<file path="src/hw/rtl/stns_ram.sv">
// ----------------------------------------------------------------------------
// stns_ram
// Single write, single read port RAM with registered read data.
// ----------------------------------------------------------------------------
module stns_ram #(
    parameter int DEPTH = 64,
    parameter int WIDTH = 8
) (
    input  logic                     clk,
    input  logic                     we,
    input  logic [$clog2(DEPTH)-1:0] waddr,
    input  logic [WIDTH-1:0]         wdata,
    input  logic [$clog2(DEPTH)-1:0] raddr,
    output logic [WIDTH-1:0]         rdata
);

    logic [WIDTH-1:0] mem [DEPTH];

    always_ff @(posedge clk)
    begin
        if (we)
        begin
            mem[waddr] <= wdata;
        end
        rdata <= mem[raddr];
    end

endmodule

</file>
<file path="config.mk">
export PLATFORM = sky130hd
export DESIGN_NAME = stns_ram
export DESIGN_NICKNAME = d
export VERILOG_FILES = /design/src/hw/rtl/stns_ram.sv
export SDC_FILE = /design/constraint.sdc
export NUM_CORES = 1
export LEC_CHECK = 0
export BUFFER_PORTS_ARGS = -buffer_cell sky130_fd_sc_hd__buf_2
export CAP_MARGIN = 20
export CELL_PAD_IN_SITES_DETAIL_PLACEMENT = 0
export CELL_PAD_IN_SITES_GLOBAL_PLACEMENT = 2
export CORE_ASPECT_RATIO = 2
export CORE_MARGIN = 2
export CORE_UTILIZATION = 54
export CTS_CLUSTER_DIAMETER = 100
export DETAILED_ROUTE_END_ITERATION = 16
export PLACE_DENSITY_LB_ADDON = 0.1
export SYNTH_ARGS = -nofsm -noshare
export SYNTH_HDL_FRONTEND = slang
export SYNTH_SLANG_ARGS = --single-unit
</file>
<file path="constraint.sdc">
create_clock -name clk -period 3.7 [get_ports clk]
set_input_delay 0.185 -clock clk [delete_from_list [all_inputs] [get_ports clk]]
set_output_delay 0.185 -clock clk [all_outputs]
set_load 0.005 [all_outputs]
</file>
==> results of run 1 <==
worst max-delay path, stage by stage:
cell and delay [ns]:
clkbuf_8 0.51, buf_4 0.32, mux4_2 0.52, mux2_2 0.31, o311ai_1 0.53, nand2_1 0.10
path summary, 6_finish.rpt:
check        startpoint  cells past startpoint       end
min            raddr[5]                      3  rdata[2]
max reg2reg  mem[45][1]                      4  rdata[1]
max            raddr[0]                      6  rdata[7]
min reg2reg  mem[18][1]                      4  rdata[1]
flip-flops by register name (all words and copies together), names as in the netlist:
register / count
mem: 512
rdata: 8
layout by cell type (no fill, tap or decap), types with 3 or more instances in the layout:
master and n:
clkinv_1 8, dfxtp_1 8, o2bb2ai_1 3, o221ai_1 8, a211oi_1 4, nand2b_1 7, mux4_2 126, o2111ai_1 3
nand3b_1 3, edfxtp_1 512, bufinv_16 10, nand2_1 19, clkinv_2 9, buf_12 9, o22ai_1 8, buf_2 26
clkbuf_1 5, nand3_1 13, mux2i_1 23, nor2_1 83, a21oi_1 3, clkbuf_16 45, buf_4 19, nor3_1 7
a221oi_1 6, a22oi_1 3, mux2_2 13, nor2b_1 14
area by class of cell:
| type | instances | area (um2) | area share (%) |
|---|---|---|---|
| sequential | 520 | 15500 | 69.3 |
| multi-input combinational | 369 | 4320 | 19.2 |
| clock buffer | 50 | 1140 | 5.10 |
| tap | 459 | 574 | 2.56 |
| timing repair buffer | 55 | 467 | 2.08 |
| clock inverter | 29 | 390 | 1.74 |
Yosys cell counts (all sizes together), types with 6 or more instances:
cell type / instances
dfxtp: 8
nand3: 13
nor2: 83
mux2i: 23
buf: 34
edfxtp: 512
mux2: 13
nand2: 19
nor3: 7
nor2b: 14
o22ai: 8
nand2b: 7
o221ai: 8
a221oi: 6
clkbuf: 17
mux4: 126
power by group through the flow:
stage	sequential, mW	combinational [mW]	clock [mW]
global placement	6.67	0.595	0
CTS	6.54	0.614	4.99
detailed placement	6.67	0.613	0
floorplan	6.66	0.347	0
finish	6.54	0.617	4.93
global route	6.54	0.659	5.19
cells by family (layout without fill, tap and decap cells):
group                  after synthesis  in the layout  synth area share (%)
buffers and inverters               51            134                  1.57
flip-flops                         520            520                  77.0
AO/OA/AOI/OAI                       54             54                  2.07
AND/OR/NAND/NOR                    153            153                  3.39
multiplexers                       162            162                  15.9
routing by layer:
| metal | vias to the layer above | global-route usage [%] |
|---|---|---|
| li1 | 4024 | - |
| met1 | 5049 | 28.6 |
| met2 | 294 | 46.2 |
| met3 | 74 | 2.74 |
| met4 | 0 | 9.26 |
| met5 | - | 0 |
stage by stage:
step	setup WS (ns)	cells	hold slack, ns	area [um2]	power, mW
after global placement	0.966	1396	0.624	20800	7.26
after floorplan	1.85	940	0.284	20200	7.00
after global routing	1.36	1482	0.0238	22400	12.4
after CTS	1.52	1476	0.0208	22300	12.1
final	1.54	1482	0.0421	22400	12.1
after detailed placement	0.956	1397	0.613	20800	7.28
==> impl_metrics.json, run 1 <==
{
  "ant_nets": 0,
  "vias": 9441,
  "async_flop_share_pct": 0,
  "routed_wl_um": 46600,
  "vdd_drop_max_v": 0.000466,
  "drt_iter0_drc": 741,
  "numCtsBuffers": 43,
  "syn_inst": 940,
  "grt_max_degree": 65,
  "vias_per_cell": 6.37,
  "port_buffers": 29,
  "clock-skew-final_ns": 0.0220,
  "hpwl_um": 30300,
  "clock-root-buffer": "clkbuf_16",
  "p_per_area_mw_per_mm2": 539,
  "cts_max_path_buffers": 3,
  "worst_pin_slew_ns": 1.07,
  "fin_setup_tns_ns": 0,
  "crit_path_start_kind": "primary input",
  "fin_nets": 1011,
  "synthFlopType": "edfxtp_1",
  "die_w_um": 141,
  "cts_tree": "yes",
  "path_class": "in -> reg",
  "cts.clk_slew.worst_paths_ns": 0.07,
  "critical_path_arrival_ns": 2.58,
  "p_switching_mw": 2.42,
  "met2WireLength_um": 26600,
  "synthDistinctLibCells": 40,
  "pwr-share-comb_pct": 5.1,
  "core_area_mm2": 0.0370,
  "finalCritPeriodShare_pct": 58.3,
  "post_cts_buffers": 0,
  "hold_buffers": 0,
  "synth_area_leaders": "edfxtp_1 (76%), mux4_2 (14%), nor2_1 (1.5%)",
  "hold_viol": 0,
  "drive_above_1_share_pct": 25.6,
  "grt_use_total_pct": 24.6,
  "wl_met3_um": 1970,
  "start_util_pct": 54.5,
  "gp_congestion": 0.805,
  "maxCapViolations": 0,
  "synth_top_area_cell": "edfxtp_1",
  "wl_per_cell_um": 31.4,
  "hold_class": "in -> reg",
  "synth_top_area_share_pct": 76.2,
  "fp-row-count": 100,
  "io_pins": 30,
  "setup_viol": 0,
  "insertion_delay_ns": 0.57,
  "fill_cells": 2620,
  "swShare_pct": 20.0,
  "drc": 0,
  "syn_nets": 962,
  "synth_area_mm2": 0.0202,
  "cts.sinks": 520,
  "htree_levels": 2,
  "top_layer_used": "met4",
  "relSlewSlack_pct": 28.7,
  "p_seq_share_pct": 54.1,
  "post_cts_resized": 0,
  "synth_area_per_cell_um2": 21.5,
  "ys_warn_count": 0,
  "grt_setup_unrepaired": "no",
  "synth-edff-count": 512,
  "clkPwrFrac_pct": 40.8,
  "drv_slew": 0,
  "die_h_um": 277,
  "regToRegSetupSlack_ns": 1.59,
  "endpoint_kind": "register",
  "grt_pass1_vias": 10100,
  "power.internal_mw": 9.67,
  "wl_met1_um": 16300,
  "period_needed_ns": 2.16,
  "area_growth_syn_to_layout_pct": 11.2,
  "fin_util_pct": 60.6,
  "cp_max_fo": 54,
  "grt.overflow.total": 0,
  "worstPathRequired_ns": 4.12,
  "outcome": "complete, no violations",
  "dr.pass1.iters": 5,
  "antenna_found_initial": 0,
  "fmax_ghz": 0.464,
  "grt_pass1_wl_um": 68000,
  "leakage_nw": 6.99,
  "ys_ff_latch": 520,
  "dieArea_mm2": 0.0390,
  "yosysSeqAreaShare_pct": 77.0,
  "n_antenna_cell": 0
}
(Power assumes the default switching activity.)
==> run 2, diff against run 1 <==
Settings changed: ABC_AREA from default to 1, CORE_UTILIZATION 54 to 44.
Clock period 3.7 ns to 2.07 ns, I/O delays scaled along.
==> impl_metrics.json, run 2 <==
{
  "outcome": "complete, no violations",
  "antenna_found_initial": 0,
  "p_switching_mw": 4.89,
  "final_cell_area_mm2": 0.0242,
  "grt_max_degree": 70,
  "clock-root-buffer": "clkbuf_16",
  "setup_viol": 0,
  "gp_congestion": 0.777,
  "hold_class": "in -> reg",
  "port_buffers": 29,
  "endpoint_kind": "register",
  "dr.pass1.iters": 7,
  "wl_met1_um": 24100,
  "cp_max_fo": 1,
  "fp-row-count": 114,
  "clock-skew-final_ns": 0.0165,
  "hold_buffers": 1,
  "power.internal_mw": 17.5,
  "cts.clk_slew.worst_paths_ns": 0.07,
  "synth-edff-count": 512,
  "numCtsBuffers": 46,
  "worstReg2RegEnd": "rdata[0]",
  "worst_pin_slew_ns": 0.639,
  "pwr-share-comb_pct": 6.5,
  "synth_area_mm2": 0.0213,
  "synth_commonest_cells": "nand2_1 (648), edfxtp_1 (512), nand3_1 (439)",
  "n_antenna_cell": 0,
  "htree_levels": 2,
  "path_class": "reg -> reg",
  "io_pins": 30,
  "syn_inst": 1805,
  "swShare_pct": 21.9,
  "routed_wl_um": 57300,
  "core_area_mm2": 0.0481,
  "min_to": "mem[58][2]",
  "hold_start": "wdata[2]",
  "vias_per_cell": 5.33,
  "synth.most_common_cell": "nand2_1",
  "layout_common_cells": "nand2_1 (648), edfxtp_1 (512), nand3_1 (439)",
  "post_cts_buffers": 0,
  "r2r_cells": 8,
  "worstPathRequired_ns": 2.53,
  "ant_nets": 0,
  "synth_top_area_cell": "edfxtp_1",
  "cts_tree": "yes",
  "grt_pass1_vias": 13400,
  "die_h_um": 315,
  "p_seq_share_pct": 52.2,
  "hold_slack_ns": 0.00727,
  "yosysSeqAreaShare_pct": 72.8,
  "grt_pass1_wl_um": 86200,
  "layout_setup_ws_ns": 0.617,
  "max_stage_delay_ns": 0.36,
  "fmax_ghz": 0.688,
  "start_util_pct": 44.4,
  "whs_path_depth": 2,
  "crit_path_start_kind": "register",
  "regToRegSetupSlack_ns": 0.62,
  "vdd_drop_max_v": 0.000755,
  "largestRegisters": "mem: 512 flops, rdata: 8 flops",
  "fin_util_pct": 50.4,
  "crit_family": "simple AND/OR/NAND/NOR gates",
  "grt_setup_unrepaired": "no",
  "post_cts_resized": 0,
  "hpwl_um": 34400,
  "largest_register_ffs": 512,
  "synthDistinctLibCells": 16,
  "insertion_delay_ns": 0.58,
  "clkPwrFrac_pct": 41.3,
  "cpMaxStageDelayCell": "edfxtp_1",
  "dpl_cell_area_mm2": 0.0226,
  "worstPathCellList": "nand2_1 -> nand3_1 -> nand3_1 -> nand2_1 -> nand2_1 -> nand3_1 -> nand3_1 -> nand2_1",
  "synth_top_area_share_pct": 72.0,
  "drive_above_1_share_pct": 11.2,
  "r2r-start": "mem[19][0]",
  "instances_no_fill": 2552,
  "ys_warn_count": 0,
  "die_w_um": 160,
  "fin_setup_tns_ns": 0,
  "wl_met3_um": 2510,
  "met2WireLength_um": 29200,
  "finalCritPeriodShare_pct": 70.2,
  "power.total_mw": 22.4,
  "drc": 0,
  "period_needed_ns": 1.45,
  "regMostFlops": "mem",
  "drt_iter0_drc": 1159,
  "async_flop_share_pct": 0,
  "synthFlopType": "edfxtp_1",
  "maxCapViolations": 0,
  "grt.overflow.total": 0,
  "cts.sinks": 520,
  "top_layer_used": "met4",
  "pre_cts_slack_ns": 0.224,
  "critPathBufInv": 0,
  "syn_nets": 1827,
  "grt_use_total_pct": 23.1,
  "p_per_area_mw_per_mm2": 923,
  "synth_area_per_cell_um2": 11.8,
  "vias": 13600,
  "dieArea_mm2": 0.0504,
  "leakage_nw": 8.82,
  "critical_path_arrival_ns": 1.91,
  "drv_slew": 0,
  "fin_nets": 1899,
  "synth_area_leaders": "edfxtp_1 (72%), nand2_1 (11%), nand3_1 (10%)",
  "dp_cells": 2466,
  "relSlewSlack_pct": 57.4,
  "wl_per_cell_um": 22.4,
  "layout_commonest_cell": "nand2_1",
  "hold_viol": 0,
  "area_growth_syn_to_layout_pct": 13.6,
  "ys_ff_latch": 520,
  "cts_max_path_buffers": 3
}
## run 2: cell types whose count changed in the layout (fill, tap and decap cells not counted), moves of 23 or more
cell,change
mux4_2,-126
nor2_1,-27
buf_4,+65
nand3_1,+426
mux2i_1,-23
nand2_1,+629
## run 2: cell type report
class | instances | area, um2
Clock buffer | 58 | 1290
Clock inverter | 27 | 353
Fill cell | 4296 | 23800
Inverter | 12 | 52.6
Multi-Input combinational cell | 1160 | 4950
Sequential cell | 520 | 15500
Tap cell | 638 | 798
Timing Repair Buffer | 137 | 1270
## run 2: power by group through the flow
stage / logic, mW / clock network [mW] / registers, mW
global route: 1.61 / 9.82 / 11.7
global placement: 1.48 / 0 / 11.9
CTS: 1.49 / 9.44 / 11.7
finish: 1.46 / 9.24 / 11.7
detailed placement: 1.48 / 0 / 11.9
floorplan: 0.819 / 0 / 11.9
## run 2: worst max-delay path by stage
| stage | startpoint | endpoint | slack [ns] | cells past startpoint |
|---|---|---|---|---|
| floorplan | we | mem[48][0] | 0.20 | 3 |
| global placement | raddr[0] | rdata[0] | 0.24 | 11 |
| detailed placement | raddr[0] | rdata[0] | 0.22 | 11 |
| CTS | mem[54][6] | rdata[6] | 0.57 | 8 |
| global route | mem[54][6] | rdata[6] | 0.49 | 8 |
| finish | mem[19][0] | rdata[0] | 0.62 | 8 |
## run 2: worst reg2reg max path: stages (launching register included)
cell and delay (ns):
edfxtp_1 0.36, nand2_1 0.07, nand3_1 0.08, nand3_1 0.14, nand2_1 0.11, nand2_1 0.08
nand3_1 0.12, nand3_1 0.28, nand2_1 0.09
## run 2: logic make-up (layout without fill, tap and decap cells)
group | after synthesis | after routing | share of synthesized area [%]
AND/OR/NAND/NOR | 1160 | 1160 | 23.2
flip-flops | 520 | 520 | 72.8
buffers and inverters | 125 | 234 | 4.02
## run 2: metal layers
metal,up-vias,track usage (%)
met5,-,0
met4,0,7.25
met2,353,40.2
li1,6489,-
met1,6672,30.7
met3,85,2.24
==> run 3, diff against run 2 <==
Settings changed: CORE_UTILIZATION 44 to 39.
Clock period 2.07 ns to 1.29 ns, I/O delays scaled along.
==> impl_metrics.json, run 3 (same netlist as run 2, synthesis figures left out) <==
{
  "p_seq_share_pct": 52.7,
  "register_area_mm2": 0.0155,
  "cts_max_path_buffers": 3,
  "outcome": "complete, no violations",
  "hold_slack_ns": 0.0163,
  "post_cts_buffers": 0,
  "worstReg2RegEnd": "rdata[3]",
  "grt_max_degree": 65,
  "numCtsBuffers": 47,
  "power.internal_mw": 27.4,
  "dieArea_mm2": 0.0567,
  "dr.pass1.iters": 4,
  "grt_use_total_pct": 22.6,
  "cp-startpoint": "mem[51][3]",
  "cts_tree": "yes",
  "path_class": "reg -> reg",
  "htree_levels": 2,
  "hold_class": "in -> reg",
  "largest_register_ffs": 512,
  "hpwl_um": 41400,
  "max_stage_delay_ns": 0.35,
  "vias_per_cell": 5.17,
  "p_per_area_mw_per_mm2": 1370,
  "cts.clk_slew.worst_paths_ns": 0.06,
  "fin_nets": 1995,
  "grt_setup_unrepaired": "yes",
  "p_switching_mw": 8.08,
  "period_needed_ns": 1.25,
  "r2r_cells": 8,
  "drc": 0,
  "critPathCapture": "rdata[3]",
  "die_h_um": 335,
  "layout_commonest_cell": "nand2_1",
  "critPathBufInv": 0,
  "port_buffers": 29,
  "drive_above_1_share_pct": 20.6,
  "io_pins": 30,
  "die_w_um": 169,
  "clkPwrFrac_pct": 39.1,
  "finalCritPeriodShare_pct": 96.5,
  "area_growth_syn_to_layout_pct": 21.9,
  "clock-skew-final_ns": 0.0210,
  "vdd_drop_max_v": 0.00111,
  "n_antenna_cell": 0,
  "vias": 13900,
  "cp.depth": 8,
  "drt_iter0_drc": 882,
  "critical_path_arrival_ns": 1.71,
  "final_cell_area_mm2": 0.0260,
  "wl_per_cell_um": 23.4,
  "ant_nets": 0,
  "pre_cts_slack_ns": -0.399,
  "worstPathRequired_ns": 1.76,
  "worst_pin_slew_ns": 0.787,
  "start_util_pct": 39.4,
  "routed_wl_um": 62700,
  "layout_setup_ws_ns": 0.0446,
  "maxCapViolations": 0,
  "layout_common_cells": "nand2_1 (622), edfxtp_1 (512), nand3_1 (392)",
  "hold_start": "wdata[5]",
  "hold_viol": 0,
  "r2r-start": "mem[51][3]",
  "largestRegisters": "mem: 512 flops, rdata: 8 flops",
  "relSlewSlack_pct": 47.3,
  "clock-root-buffer": "clkbuf_16",
  "regMostFlops": "mem",
  "pwr-share-comb_pct": 8.2,
  "grt_pass1_wl_um": 92500,
  "gp_congestion": 0.807,
  "grt.overflow.total": 0,
  "grt_pass1_vias": 14200,
  "fp-row-count": 121,
  "insertion_delay_ns": 0.59,
  "worstPathCellList": "nand2_1 -> nand3_4 -> nand3_1 -> nand2_1 -> nand2_1 -> nand3_2 -> nand3_4 -> nand2_1",
  "cts.sinks": 520,
  "drv_slew": 0,
  "multiInputGateArea_mm2": 0.00553,
  "endpoint_kind": "register",
  "crit_path_start_kind": "register",
  "fin_setup_tns_ns": 0,
  "dpl_cell_area_mm2": 0.0241,
  "leakage_nw": 9.46,
  "cpMaxStageDelayCell": "edfxtp_1",
  "core_area_mm2": 0.0542,
  "setup_viol": 0,
  "regToRegSetupSlack_ns": 0.04,
  "worst_path_most_repeated_cell": "nand2_1",
  "antenna_found_initial": 0,
  "fmax_ghz": 0.803,
  "fill_cells": 4964,
  "cp_max_fo": 1,
  "crit_family": "simple AND/OR/NAND/NOR gates",
  "power.total_mw": 35.5,
  "swShare_pct": 22.7
}
-- run 3: changes by cell type in the layout (fill, tap and decap cells not counted), sizes merged --
| cell | change |
|---|---|
| dlygate4sd3 | +8 |
| inv | -1 |
| buf | +87 |
| clkbuf | +10 |
| clkinv | +1 |
| bufinv | -5 |
| clkinvlp | -4 |
-- run 3: metal layers --
layer,wire (um),global-route usage [%],vias up
li1,-,-,6687
met1,23800,25.4,6920
met2,35100,43.4,200
met3,1580,2.22,89
met4,2250,8.49,0
met5,0,0,-
-- run 3: what timing repair did --
| item | in CTS | in global routing |
|---|---|---|
| pin swaps | 2 | 19 |
| endpoints found under the hold margin | 81 | 0 |
| cloned | 0 | 0 |
| resized for setup | 20 | 59 |
| endpoints found under the setup margin | 8 | 8 |
| hold buffers | 9 | 0 |
-- run 3: how the worst min path moves through the flow --
stage | to | slack, ns | cells after the start
after floorplan | mem[0][0] | 0.16 | 0
after global placement | rdata[7] | 0.45 | 4
after detailed placement | rdata[3] | 0.46 | 1
after CTS | mem[20][5] | 0.01 | 2
after global routing | mem[21][5] | 0.02 | 2
final | mem[20][5] | 0.02 | 2
-- run 3: final cells by class --
class                           instances  share of cell area (%)
Sequential cell                       520                    59.7
Clock buffer                           68                    5.14
Clock inverter                         18                   0.625
Timing Repair Buffer                  232                    9.76
Inverter                               12                   0.274
Multi-Input combinational cell       1160                    21.3
Tap cell                              676                    3.25
-- run 3: metrics by stage --
stage,cells,utilization [%]
global route,2686,48.0
CTS,2686,47.6
floorplan,1805,-
detailed placement,2591,44.5
global placement,2591,44.5
finish,2686,48.0
-- run 3: worst reg2reg max path, delay by kind of cell (launching register included) --
kind / cells / cell delay, ns
simple gates: 8 / 0.79
flops: 1 / 0.35
-- run 3: power groups by stage --
stage	Combinational, mW	Sequential, mW	Clock [mW]
after floorplan	1.39	19.1	0
after global placement	2.82	19.1	0
after detailed placement	2.83	19.1	0
after CTS	2.89	18.7	14.2
after global routing	3.17	18.7	14.7
final	2.91	18.7	13.9
